==> config.mk <==
export PLATFORM = sky130hd
export DESIGN_NAME = h264_sps_header_parser
export DESIGN_NICKNAME = d
export VERILOG_FILES = /design/src/sps_pkg.sv /design/src/sps_div.sv /design/src/sps_datapath.sv /design/src/sps_ctrl.sv /design/src/h264_sps_header_parser.sv
export VERILOG_INCLUDE_DIRS = /design/src /design/src/src
export SDC_FILE = /design/constraint.sdc
export NUM_CORES = 1
export LEC_CHECK = 0
export BUFFER_PORTS_ARGS = -buffer_cell sky130_fd_sc_hd__buf_2
export CAP_MARGIN = 20
export CORE_ASPECT_RATIO = 0.8
export CORE_MARGIN = 4
export CORE_UTILIZATION = 36
export DETAILED_ROUTE_END_ITERATION = 10
export PLACE_DENSITY = 0.53
export SYNTH_ARGS = -nofsm -noshare
export SYNTH_HDL_FRONTEND = slang
export SYNTH_HIERARCHICAL = 1
export SYNTH_SLANG_ARGS = --single-unit
==> constraint.sdc <==
create_clock -name clk -period 11.15 [get_ports clk]
set_clock_uncertainty 0.1 [all_clocks]
set_input_delay 1.6725 -clock clk [delete_from_list [all_inputs] [get_ports clk]]
set_output_delay 1.6725 -clock clk [all_outputs]
set_load 0.005 [all_outputs]
==> src/assert_macros.svh <==
// Assertion macros used by the SPS parser controller.
`ifndef ASSERT_MACROS_SVH
`define ASSERT_MACROS_SVH

// Checked only while out of reset.
`define SPS_ASSERT(lbl, prop, msg) \
  lbl: assert property (@(posedge clk) disable iff (!rst_n) prop) else $error(msg);

// Checked at every edge, reset included.
`define SPS_ASSERT_ALWAYS(lbl, prop, msg) \
  lbl: assert property (@(posedge clk) prop) else $error(msg);

`endif

==> src/sps_pkg.sv <==
// ----------------------------------------------------------------------------
// SPS parser package
// Syntax element phases, status codes, element sizes and the command and
// status groups between the controller and the datapath.
// ----------------------------------------------------------------------------
package sps_pkg;

  typedef enum logic [5:0] {
    P_NAL, P_PROFILE, P_CONSTR, P_LEVEL, P_ID, P_CHROMA, P_SEPPLANE, P_LUMA_BD,
    P_CHROMA_BD, P_BYPASS, P_SCAL_PRESENT, P_SCAL_FLAG, P_LOG2_FN, P_POC_TYPE,
    P_LOG2_POC, P_DELTA_ZERO, P_OFF_NONREF, P_OFF_TB, P_NUM_CYCLE, P_CYCLE_OFF,
    P_MAX_REF, P_GAPS, P_WIDTH, P_HEIGHT, P_FRAME_MBS, P_MBAFF, P_DIRECT8,
    P_CROP_FLAG, P_CROP_L, P_CROP_R, P_CROP_T, P_CROP_B, P_VUI, P_AR_PRESENT,
    P_AR_IDC, P_SAR_W, P_SAR_H, P_OVERSCAN, P_OVERSCAN_APP, P_VSIG, P_VFORMAT,
    P_FULLRANGE, P_COLDESC, P_COLOUR, P_CHROMA_LOC, P_LOC_TOP, P_LOC_BOT,
    P_TIMING, P_NUIT, P_TS, P_FIXED, P_DONE
  } phase_t;

  localparam logic [2:0] ST_OK      = 3'd0;
  localparam logic [2:0] ST_TRUNC   = 3'd1;
  localparam logic [2:0] ST_NOT_SPS = 3'd2;
  localparam logic [2:0] ST_SCALING = 3'd3;
  localparam logic [2:0] ST_RANGE   = 3'd4;

  localparam logic [7:0] NAL_TYPE_SPS = 8'd7;
  localparam logic [7:0] AR_EXTENDED  = 8'd255;

  typedef struct packed {
    logic       load;
    logic       bit_en;
    logic [2:0] bit_idx;
    logic       calc;
    logic       clear;
  } ctrl_cmd_t;

  typedef struct packed {
    logic div_busy;
  } dp_sts_t;

  function automatic logic [5:0] elem_bits(input phase_t p);
    logic [5:0] n;
    n = 6'd0;
    case (p)
      P_NAL, P_PROFILE, P_CONSTR, P_LEVEL, P_AR_IDC: n = 6'd8;
      P_SEPPLANE, P_BYPASS, P_SCAL_PRESENT, P_SCAL_FLAG, P_DELTA_ZERO, P_GAPS,
      P_FRAME_MBS, P_MBAFF, P_DIRECT8, P_CROP_FLAG, P_VUI, P_AR_PRESENT,
      P_OVERSCAN, P_OVERSCAN_APP, P_VSIG, P_FULLRANGE, P_COLDESC, P_CHROMA_LOC,
      P_TIMING, P_FIXED: n = 6'd1;
      P_SAR_W, P_SAR_H: n = 6'd16;
      P_VFORMAT: n = 6'd3;
      P_COLOUR: n = 6'd24;
      P_NUIT, P_TS: n = 6'd32;
      default: n = 6'd0;
    endcase
    return n;
  endfunction

  function automatic logic high_profile(input logic [7:0] p);
    return (p == 8'd44) || (p == 8'd83) || (p == 8'd86) || (p == 8'd100) ||
           (p == 8'd110) || (p == 8'd118) || (p == 8'd122) || (p == 8'd244);
  endfunction

endpackage

==> src/sps_div.sv <==
// ----------------------------------------------------------------------------
// SPS frame rate divider
// Restoring divider, one quotient bit per cycle.
// ----------------------------------------------------------------------------
module sps_div (
  input  logic        clk,
  input  logic        rst_n,
  input  logic        start,
  input  logic [31:0] dividend,
  input  logic [32:0] divisor,
  output logic        busy,
  output logic [31:0] quotient
);
  logic [32:0] rem_r, rem_nxt;
  logic [31:0] quo_r, quo_nxt;
  logic [4:0]  cnt_r, cnt_nxt;
  logic        busy_r, busy_nxt;
  logic [33:0] trial;

  always_comb begin
    rem_nxt  = rem_r;
    quo_nxt  = quo_r;
    cnt_nxt  = cnt_r;
    busy_nxt = busy_r;
    trial    = {rem_r, quo_r[31]};
    if (start) begin
      rem_nxt  = '0;
      quo_nxt  = dividend;
      cnt_nxt  = '0;
      busy_nxt = 1'b1;
    end else if (busy_r) begin
      if (trial >= {1'b0, divisor}) begin
        rem_nxt = 33'(trial - {1'b0, divisor});
        quo_nxt = {quo_r[30:0], 1'b1};
      end else begin
        rem_nxt = trial[32:0];
        quo_nxt = {quo_r[30:0], 1'b0};
      end
      cnt_nxt = 5'(cnt_r + 5'd1);
      if (cnt_r == 5'd31) begin
        busy_nxt = 1'b0;
      end
    end
  end

  always_ff @(posedge clk) begin
    if (!rst_n) begin
      busy_r <= 1'b0;
      cnt_r  <= '0;
    end else begin
      busy_r <= busy_nxt;
      cnt_r  <= cnt_nxt;
    end
    rem_r <= rem_nxt;
    quo_r <= quo_nxt;
  end

  assign busy     = busy_r;
  assign quotient = quo_r;
endmodule

==> src/sps_datapath.sv <==
// ----------------------------------------------------------------------------
// SPS parser datapath
// Bit-serial Exp-Golomb and fixed-length field decoder, syntax walk, captured
// fields and the final size, status and frame rate results.
// ----------------------------------------------------------------------------
module sps_datapath #(
  parameter int UE_MAX_BITS = 32
) (
  input  logic               clk,
  input  logic               rst_n,
  input  sps_pkg::ctrl_cmd_t cmd,
  input  logic [7:0]         data_byte,
  output sps_pkg::dp_sts_t   sts,
  output logic [111:0]       result
);
  import sps_pkg::*;

  localparam int LZW = $clog2(UE_MAX_BITS);

  logic [7:0]     byte_r;
  phase_t         phase_r, phase_nxt;
  logic           act_r, act_nxt, suf_r, suf_nxt;
  logic [LZW-1:0] lzc_r, lzc_nxt;
  logic [31:0]    acc_r, acc_nxt;
  logic [5:0]     left_r, left_nxt;
  logic [7:0]     lc_r, lc_nxt;
  logic           c444_r, c444_nxt, fmo_r, fmo_nxt;
  logic [12:0]    wmb_r, wmb_nxt, hmu_r, hmu_nxt;
  logic [16:0]    cx_r, cx_nxt, cy_r, cy_nxt;
  logic [31:0]    tpu_r, tpu_nxt, ts_r, ts_nxt;
  logic [7:0]     prof_r, prof_nxt, lvl_r, lvl_nxt, refs_r, refs_nxt;
  logic [4:0]     id_r, id_nxt;
  logic [15:0]    sarw_r, sarw_nxt, sarh_r, sarh_nxt;
  logic [2:0]     err_r, err_nxt;
  logic [2:0]     stat_r;
  logic [15:0]    picw_r, pich_r;

  logic           b, fin, fail;
  logic [2:0]     fail_code;
  logic [5:0]     n;
  logic [LZW-1:0] lzc_c;
  logic [31:0]    acc_c, acc_sh, v;
  logic [5:0]     left_c, left_dec;
  logic           suf_c;
  logic [LZW:0]   lzc_inc;
  logic [32:0]    crop_in, crop_sum;
  logic [16:0]    crop_sat;
  logic [16:0]    full_w;
  logic [17:0]    full_h, twice_cx, twice_cy;
  logic [2:0]     stat_c;
  logic           div_busy;
  logic [31:0]    quotient;
  logic [15:0]    fps;

  always_comb begin
    b        = byte_r[cmd.bit_idx];
    n        = elem_bits(phase_r);
    lzc_c    = act_r ? lzc_r : '0;
    acc_c    = act_r ? acc_r : '0;
    left_c   = act_r ? left_r : n;
    suf_c    = act_r ? suf_r : 1'b0;
    acc_sh   = {acc_c[30:0], b};
    left_dec = 6'(left_c - 6'd1);
    lzc_inc  = (LZW+1)'({1'b0, lzc_c} + 1'b1);
    fin      = 1'b0;
    fail     = 1'b0;
    fail_code = ST_RANGE;
    v        = '0;
    crop_in  = '0;

    phase_nxt = phase_r;
    act_nxt = act_r; suf_nxt = suf_r; lzc_nxt = lzc_r; acc_nxt = acc_r;
    left_nxt = left_r; lc_nxt = lc_r; c444_nxt = c444_r; fmo_nxt = fmo_r;
    wmb_nxt = wmb_r; hmu_nxt = hmu_r; cx_nxt = cx_r; cy_nxt = cy_r;
    tpu_nxt = tpu_r; ts_nxt = ts_r; prof_nxt = prof_r; lvl_nxt = lvl_r;
    refs_nxt = refs_r; id_nxt = id_r; sarw_nxt = sarw_r; sarh_nxt = sarh_r;
    err_nxt = err_r;

    if (cmd.bit_en && (phase_r != P_DONE)) begin
      act_nxt  = 1'b1;
      suf_nxt  = suf_c;
      lzc_nxt  = lzc_c;
      acc_nxt  = acc_c;
      left_nxt = left_c;
      if ((n != 6'd0) || suf_c) begin
        acc_nxt  = acc_sh;
        left_nxt = left_dec;
        if (left_dec == 6'd0) begin
          fin = 1'b1;
          v = (n != 6'd0) ? acc_sh : 32'(((32'd1 << lzc_c) - 32'd1) + acc_sh);
        end
      end else if (!b) begin
        lzc_nxt = lzc_inc[LZW-1:0];
        if (32'(lzc_inc) >= 32'(UE_MAX_BITS)) begin
          fail = 1'b1;
        end
      end else if (lzc_c == '0) begin
        fin = 1'b1;
      end else begin
        suf_nxt  = 1'b1;
        left_nxt = 6'(lzc_c);
      end

      if (fin) begin
        act_nxt = 1'b0;
        unique case (phase_r)
          P_NAL: begin
            if (v[4:0] != NAL_TYPE_SPS[4:0]) begin
              fail = 1'b1;
              fail_code = ST_NOT_SPS;
            end
            phase_nxt = P_PROFILE;
          end
          P_PROFILE: begin prof_nxt = v[7:0]; phase_nxt = P_CONSTR; end
          P_CONSTR: phase_nxt = P_LEVEL;
          P_LEVEL: begin lvl_nxt = v[7:0]; phase_nxt = P_ID; end
          P_ID: begin
            if (v > 32'd31) fail = 1'b1;
            id_nxt = v[4:0];
            phase_nxt = high_profile(prof_r) ? P_CHROMA : P_LOG2_FN;
          end
          P_CHROMA: begin
            if (v > 32'd3) fail = 1'b1;
            c444_nxt = (v == 32'd3);
            phase_nxt = (v == 32'd3) ? P_SEPPLANE : P_LUMA_BD;
          end
          P_SEPPLANE: phase_nxt = P_LUMA_BD;
          P_LUMA_BD: begin
            if (v > 32'd6) fail = 1'b1;
            phase_nxt = P_CHROMA_BD;
          end
          P_CHROMA_BD: begin
            if (v > 32'd6) fail = 1'b1;
            phase_nxt = P_BYPASS;
          end
          P_BYPASS: phase_nxt = P_SCAL_PRESENT;
          P_SCAL_PRESENT: begin
            if (v != '0) begin
              lc_nxt = c444_r ? 8'd12 : 8'd8;
              phase_nxt = P_SCAL_FLAG;
            end else begin
              phase_nxt = P_LOG2_FN;
            end
          end
          P_SCAL_FLAG: begin
            if (v != '0) begin
              fail = 1'b1;
              fail_code = ST_SCALING;
            end
            lc_nxt = 8'(lc_r - 8'd1);
            phase_nxt = (lc_r == 8'd1) ? P_LOG2_FN : P_SCAL_FLAG;
          end
          P_LOG2_FN: begin
            if (v > 32'd12) fail = 1'b1;
            phase_nxt = P_POC_TYPE;
          end
          P_POC_TYPE: begin
            if (v > 32'd2) fail = 1'b1;
            phase_nxt = (v == 32'd0) ? P_LOG2_POC :
                        ((v == 32'd1) ? P_DELTA_ZERO : P_MAX_REF);
          end
          P_LOG2_POC: begin
            if (v > 32'd12) fail = 1'b1;
            phase_nxt = P_MAX_REF;
          end
          P_DELTA_ZERO: phase_nxt = P_OFF_NONREF;
          P_OFF_NONREF: phase_nxt = P_OFF_TB;
          P_OFF_TB: phase_nxt = P_NUM_CYCLE;
          P_NUM_CYCLE: begin
            if (v > 32'd255) fail = 1'b1;
            lc_nxt = v[7:0];
            phase_nxt = (v == 32'd0) ? P_MAX_REF : P_CYCLE_OFF;
          end
          P_CYCLE_OFF: begin
            lc_nxt = 8'(lc_r - 8'd1);
            phase_nxt = (lc_r == 8'd1) ? P_MAX_REF : P_CYCLE_OFF;
          end
          P_MAX_REF: begin
            if (v > 32'd255) fail = 1'b1;
            refs_nxt = v[7:0];
            phase_nxt = P_GAPS;
          end
          P_GAPS: phase_nxt = P_WIDTH;
          P_WIDTH: begin
            if (v > 32'd4095) fail = 1'b1;
            wmb_nxt = 13'(v[11:0] + 13'd1);
            phase_nxt = P_HEIGHT;
          end
          P_HEIGHT: begin
            if (v > 32'd4095) fail = 1'b1;
            hmu_nxt = 13'(v[11:0] + 13'd1);
            phase_nxt = P_FRAME_MBS;
          end
          P_FRAME_MBS: begin
            fmo_nxt = (v != '0);
            if ((v == '0) && (hmu_r > 13'd2048)) fail = 1'b1;
            phase_nxt = (v != '0) ? P_DIRECT8 : P_MBAFF;
          end
          P_MBAFF: phase_nxt = P_DIRECT8;
          P_DIRECT8: phase_nxt = P_CROP_FLAG;
          P_CROP_FLAG: phase_nxt = (v != '0) ? P_CROP_L : P_VUI;
          P_CROP_L: begin crop_in = {16'd0, cx_r}; phase_nxt = P_CROP_R; end
          P_CROP_R: begin crop_in = {16'd0, cx_r}; phase_nxt = P_CROP_T; end
          P_CROP_T: begin crop_in = {16'd0, cy_r}; phase_nxt = P_CROP_B; end
          P_CROP_B: begin crop_in = {16'd0, cy_r}; phase_nxt = P_VUI; end
          P_VUI: phase_nxt = (v != '0) ? P_AR_PRESENT : P_DONE;
          P_AR_PRESENT: phase_nxt = (v != '0) ? P_AR_IDC : P_OVERSCAN;
          P_AR_IDC: phase_nxt = (v[7:0] == AR_EXTENDED) ? P_SAR_W : P_OVERSCAN;
          P_SAR_W: begin sarw_nxt = v[15:0]; phase_nxt = P_SAR_H; end
          P_SAR_H: begin sarh_nxt = v[15:0]; phase_nxt = P_OVERSCAN; end
          P_OVERSCAN: phase_nxt = (v != '0) ? P_OVERSCAN_APP : P_VSIG;
          P_OVERSCAN_APP: phase_nxt = P_VSIG;
          P_VSIG: phase_nxt = (v != '0) ? P_VFORMAT : P_CHROMA_LOC;
          P_VFORMAT: phase_nxt = P_FULLRANGE;
          P_FULLRANGE: phase_nxt = P_COLDESC;
          P_COLDESC: phase_nxt = (v != '0) ? P_COLOUR : P_CHROMA_LOC;
          P_COLOUR: phase_nxt = P_CHROMA_LOC;
          P_CHROMA_LOC: phase_nxt = (v != '0) ? P_LOC_TOP : P_TIMING;
          P_LOC_TOP: phase_nxt = P_LOC_BOT;
          P_LOC_BOT: phase_nxt = P_TIMING;
          P_TIMING: phase_nxt = (v != '0) ? P_NUIT : P_DONE;
          P_NUIT: begin tpu_nxt = v; phase_nxt = P_TS; end
          P_TS: begin ts_nxt = v; phase_nxt = P_FIXED; end
          P_FIXED: begin
            if (v == '0) tpu_nxt = '0;
            phase_nxt = P_DONE;
          end
          default: phase_nxt = P_DONE;
        endcase
      end

      if (fail) begin
        err_nxt   = fail_code;
        phase_nxt = P_DONE;
        act_nxt   = 1'b0;
      end
    end

    crop_sum = 33'(crop_in + {1'b0, v});
    crop_sat = (crop_sum > 33'h1FFFF) ? 17'h1FFFF : crop_sum[16:0];
    if (fin && !fail && cmd.bit_en) begin
      if ((phase_r == P_CROP_L) || (phase_r == P_CROP_R)) cx_nxt = crop_sat;
      if ((phase_r == P_CROP_T) || (phase_r == P_CROP_B)) cy_nxt = crop_sat;
    end
  end

  always_comb begin
    full_w   = {wmb_r, 4'd0};
    full_h   = fmo_r ? {1'b0, hmu_r, 4'd0} : {hmu_r, 5'd0};
    twice_cx = {cx_r, 1'b0};
    twice_cy = {cy_r, 1'b0};
    if (err_r != ST_OK) begin
      stat_c = err_r;
    end else if (phase_r != P_DONE) begin
      stat_c = ST_TRUNC;
    end else if ((twice_cx > {1'b0, full_w}) || (twice_cy > full_h)) begin
      stat_c = ST_RANGE;
    end else begin
      stat_c = ST_OK;
    end
  end

  always_ff @(posedge clk) begin
    if (!rst_n || cmd.clear) begin
      phase_r <= P_NAL;
      act_r <= 1'b0; suf_r <= 1'b0; lzc_r <= '0; acc_r <= '0; left_r <= '0;
      lc_r <= '0; c444_r <= 1'b0; fmo_r <= 1'b0; wmb_r <= '0; hmu_r <= '0;
      cx_r <= '0; cy_r <= '0; tpu_r <= '0; ts_r <= '0; prof_r <= '0;
      lvl_r <= '0; refs_r <= '0; id_r <= '0; sarw_r <= '0; sarh_r <= '0;
      err_r <= ST_OK;
    end else begin
      phase_r <= phase_nxt;
      act_r <= act_nxt; suf_r <= suf_nxt; lzc_r <= lzc_nxt; acc_r <= acc_nxt;
      left_r <= left_nxt; lc_r <= lc_nxt; c444_r <= c444_nxt; fmo_r <= fmo_nxt;
      wmb_r <= wmb_nxt; hmu_r <= hmu_nxt; cx_r <= cx_nxt; cy_r <= cy_nxt;
      tpu_r <= tpu_nxt; ts_r <= ts_nxt; prof_r <= prof_nxt; lvl_r <= lvl_nxt;
      refs_r <= refs_nxt; id_r <= id_nxt; sarw_r <= sarw_nxt; sarh_r <= sarh_nxt;
      err_r <= err_nxt;
    end
    if (cmd.load) begin
      byte_r <= data_byte;
    end
    if (cmd.calc) begin
      stat_r <= stat_c;
      picw_r <= 16'({1'b0, full_w} - twice_cx);
      pich_r <= 16'(full_h - twice_cy);
    end
  end

  sps_div u_div (
    .clk      (clk),
    .rst_n    (rst_n),
    .start    (cmd.calc),
    .dividend (ts_r),
    .divisor  ({tpu_r, 1'b0}),
    .busy     (div_busy),
    .quotient (quotient)
  );

  always_comb begin
    if (tpu_r == '0) begin
      fps = '0;
    end else if (quotient > 32'd65535) begin
      fps = 16'hFFFF;
    end else begin
      fps = quotient[15:0];
    end
    if (stat_r == ST_OK) begin
      result = {fps, sarh_r, sarw_r, pich_r, picw_r, refs_r, id_r, lvl_r, prof_r, stat_r};
    end else begin
      result = {109'd0, stat_r};
    end
    sts.div_busy = div_busy;
  end
endmodule

==> src/sps_ctrl.sv <==
// ----------------------------------------------------------------------------
// SPS parser controller
// Sequences byte intake, the eight bit steps, the final calculation, the
// frame rate division and the result handshake.
// ----------------------------------------------------------------------------
`include "assert_macros.svh"

module sps_ctrl (
  input  logic               clk,
  input  logic               rst_n,
  input  logic               in_tvalid,
  output logic               in_tready,
  input  logic               in_tlast,
  output logic               out_tvalid,
  input  logic               out_tready,
  input  sps_pkg::dp_sts_t   sts,
  output sps_pkg::ctrl_cmd_t cmd
);
  import sps_pkg::*;

  typedef enum logic [4:0] {
    S_IDLE = 5'b00001,
    S_BITS = 5'b00010,
    S_CALC = 5'b00100,
    S_DIV  = 5'b01000,
    S_OUT  = 5'b10000
  } state_t;

  state_t     state_r, state_nxt;
  logic [2:0] cnt_r, cnt_nxt;
  logic       last_r, last_nxt;

  always_comb begin
    state_nxt = state_r;
    cnt_nxt   = cnt_r;
    last_nxt  = last_r;
    cmd       = '0;
    cmd.bit_idx = 3'(3'd7 - cnt_r);
    in_tready  = 1'b0;
    out_tvalid = 1'b0;
    unique case (state_r)
      S_IDLE: begin
        in_tready = 1'b1;
        if (in_tvalid) begin
          cmd.load  = 1'b1;
          last_nxt  = in_tlast;
          cnt_nxt   = '0;
          state_nxt = S_BITS;
        end
      end
      S_BITS: begin
        cmd.bit_en = 1'b1;
        cnt_nxt    = 3'(cnt_r + 3'd1);
        if (cnt_r == 3'd7) begin
          state_nxt = last_r ? S_CALC : S_IDLE;
        end
      end
      S_CALC: begin
        cmd.calc  = 1'b1;
        state_nxt = S_DIV;
      end
      S_DIV: begin
        if (!sts.div_busy) begin
          state_nxt = S_OUT;
        end
      end
      S_OUT: begin
        out_tvalid = 1'b1;
        if (out_tready) begin
          cmd.clear = 1'b1;
          state_nxt = S_IDLE;
        end
      end
      default: state_nxt = S_IDLE;
    endcase
  end

  always_ff @(posedge clk) begin
    if (!rst_n) begin
      state_r <= S_IDLE;
      cnt_r   <= '0;
      last_r  <= 1'b0;
    end else begin
      state_r <= state_nxt;
      cnt_r   <= cnt_nxt;
      last_r  <= last_nxt;
    end
  end

  `SPS_ASSERT(a_no_overlap, !(in_tready && out_tvalid), "Intake and result overlap")
  `SPS_ASSERT(a_busy_in_div, sts.div_busy |-> (state_r == S_DIV), "Divider busy outside DIV")
  `SPS_ASSERT(a_accept_bits, (in_tvalid && in_tready) |=> (state_r == S_BITS && cnt_r == 3'd0), "Byte not parsed after accept")
endmodule

==> src/h264_sps_header_parser.sv <==
// Sequence: each byte is parsed one bit per cycle; after the last byte come the
// final calculation and the frame rate division before the result is offered.
// Intake: a byte is taken only while the block is idle, after the bits of the previous byte.
// Reset: synchronous active-low rst_n clears the parse state and the controller.
// ----------------------------------------------------------------------------
// H.264 SPS header parser
// Parses an SPS NAL unit bit-serially and reports its main fields on the
// byte marked last.
// ----------------------------------------------------------------------------
module h264_sps_header_parser #(
  parameter int UE_MAX_BITS = 32
) (
  input  logic         clk,
  input  logic         rst_n,
  input  logic         in_tvalid,
  output logic         in_tready,
  input  logic [7:0]   in_tdata,   // data_byte
  input  logic         in_tlast,   // last_byte
  output logic         out_tvalid,
  input  logic         out_tready,
  // status, profile_idc, level_idc, sps_id, max_ref_frames, pic_width,
  // pic_height, aspect_width, aspect_height, frame_rate
  output logic [111:0] out_tdata
);
  import sps_pkg::*;

  ctrl_cmd_t cmd;
  dp_sts_t   sts;

  sps_ctrl u_ctrl (
    .clk        (clk),
    .rst_n      (rst_n),
    .in_tvalid  (in_tvalid),
    .in_tready  (in_tready),
    .in_tlast   (in_tlast),
    .out_tvalid (out_tvalid),
    .out_tready (out_tready),
    .sts        (sts),
    .cmd        (cmd)
  );

  sps_datapath #(
    .UE_MAX_BITS (UE_MAX_BITS)
  ) u_dp (
    .clk       (clk),
    .rst_n     (rst_n),
    .cmd       (cmd),
    .data_byte (in_tdata),
    .sts       (sts),
    .result    (out_tdata)
  );
endmodule
==> results.cfg <==
[clocking]
cts_hold_buf = 0
post-cts-setup-buffers = 0
cts_tree = done
clock_sinks = 374
cts_root_buf = clkbuf_16
clk_latency_ns = 0.57
cts_resized = 0
numCtsBuffers = 43
path_clk_slew_ns = 0.06
htree_levels = 2
cts_buffer_depth = 3

[setup_path]
critical_path.max_stage_delay_ns = 0.86
path_common_cell = nand2_1
arrival_ns = 8.84
reg2regPathDepth = 25
crit_path_max_fanout = 23
critPathTopFamily = simple AND/OR/NAND/NOR gates
cp-start-kind = flop
worst_path_max_delay_cell = nor4_2
r2r-end = u_dp/cx_r[13]
r2r-start = u_dp/n[0]
cp.required_ns = 11.53
path_class = reg -> reg
endpoint_kind = flop
crit_buf_inv = 3
reg2reg_slack_ns = 2.68

[routing]
drc = 0
vias_per_cell = 5.602
vias = 24189
drt-initial-drc-count = 2286
drtPass1Iterations = 6
postRouteAntennaNets = 0
wl_um = 89040
wire_per_inst_um = 20.62

[logic_synthesis]
yosysUniqueCellTypes = 122
synth_area_leaders = dfxtp_1 (23%), ha_1 (8.5%), edfxtp_1 (8.5%)
ys_warn_count = 6
yosysTopAreaCell = dfxtp_1
synth_edf_count = 73
ys_seq_elements = 374
netlist_top_cells_count = nor2_1 (476), nand2_1 (372), dfxtp_1 (301)
yosysSeqAreaShare = 0.3176
syn_area_um2 = 25880
synth_ff_type = dfxtp_1
synth_most_common_cell = nor2_1
synthCells = 3333
async_flop_share = 0
yosysTopAreaCellShare = 0.2328
syn_avg_cell_area_um2 = 7.764

[die]
die_h_um = 247.8
initial_core_util = 0.3652
dieArea_um2 = 76270
core-area_um2 = 70860
ios = 127
std_cell_rows = 87
chipWidth_um = 307.8

[min_path]
whs_path_depth = 2
holdCritStartpoint = u_dp/ts_r[10]
hold_path.class = reg -> reg
hold_end = u_dp/ts_r[10]

[power]
p_per_area_nw_per_um2 = 101.5
power_mw = 2.906
p_leak_nw = 11.42
ir_worst_vdd_uv = 99.45

[placement]
place_congestion = 1.002
dp_hpwl_um = 65880
dp.cells = 4235
place_ws_ns = 2.769
io_buffers = 124
placed_area_um2 = 27210

[sta]
fin_setup_tns_ns = 0
period_needed_ns = 8.468
setup_viol = 0
slew_headroom = 0.2440
whs_ns = 0.3496
drv_slew = 0
rsz0062_at_grt = no
fin_ws_ns = 2.682
fin_crit_sh = 0.7594
fmax_mhz = 118.1
worstMarginPinSlew_ns = 1.130
hold_viol = 0

[grt]
grt-ovfl-total = 0
grt_pass1_vias = 21940
grt_max_degree = 93
grt.total_usage = 0.2249
antenna_found_initial = 2
grt_pass1_wl_um = 135200

[cells_and_area]
synthToLayoutAreaGrowth_pct = 10.67
layout.cells.non_filler = 4318
layout-drive-gt1-share = 0.1044
final_design_area_no_fill_um2 = 28640
finalNetCount = 3541
fin_util = 0.4042

[run]
maxCapViolCount = 0

[run_status]
status = completed
## flip-flops by register name, summed over array words and instances, names as in the netlist, 13 cells and up
name                 cells
u_dp/ts_r               32
u_dp/pich_r             15
u_dp/u_div/rem_r        33
u_dp/tpu_r              32
u_dp/u_div/quotient     32
u_dp/acc_r              31
u_dp/sarh_r             16
u_dp/sarw_r             16
u_dp/wmb_r              13
u_dp/cx_r               17
u_dp/hmu_r              13
u_dp/cy_r               17
u_dp/picw_r             15
## power by group
group          total [mW]  switching [mW]  internal [mW]
Sequential           1.39         0.00860           1.38
Clock                1.41           0.594          0.817
Combinational       0.103          0.0682         0.0352
## cell families after synthesis
logic type	share of synthesized area
AO/OA/AOI/OAI	0.2201
flip-flops	0.3176
adder cells (fa/ha/maj)	0.08741
other	0.0001449
buffers and inverters	0.06503
XOR/XNOR	0.03148
AND/OR/NAND/NOR	0.2427
multiplexers	0.03558
## placed cells by master, fill, tap and decap left out, types with 82 or more instances in the layout
master / n
a21oi_1: 291
and2_1: 115
buf_2: 124
dfxtp_1: 299
ha_1: 176
inv_1: 199
nand2_1: 372
nor2_1: 474
nor3_1: 82
o21ai_0: 95
## tightest hold or removal path: stages (launching register included)
cell,delay (ns)
dfxtp_1,0.30
nand2_1,0.05
a21oi_1,0.05
## per-layer routing
| metal | routed length (um) | global-route usage |
|---|---|---|
| met1 | 45490 | 0.3561 |
| met2 | 34280 | 0.3015 |
| met3 | 7733 | 0.05665 |
| met4 | 1537 | 0.04299 |
| met5 | 0 | 0 |
## worst max-delay path by stage
stage / startpoint / endpoint / slack [ns] / cells past startpoint
4_1_cts: u_dp/act_r / u_dp/cx_r[13] / 2.80 / 19
5_1_grt: u_dp/act_r / u_dp/cx_r[13] / 2.13 / 25
2_1_floorplan: u_dp/act_r / u_dp/cx_r[10] / 3.23 / 38
3_3_place_gp: u_dp/act_r / u_dp/cx_r[12] / 2.96 / 27
3_5_place_dp: u_dp/act_r / u_dp/cx_r[11] / 2.77 / 20
6_report: u_dp/n[0] / u_dp/cx_r[13] / 2.68 / 25
## final cells by class
class                           instances  area [um2]
Tap cell                              934        1169
Clock buffer                           64        1237
Inverter                              202       759.5
Sequential cell                       374        8220
Multi-Input combinational cell       2552       16030
Clock inverter                         14       133.9
Timing Repair Buffer                  176        1086
Fill cell                            7360       42220
Antenna cell                            2       5.005
(Power assumes the default switching activity.)
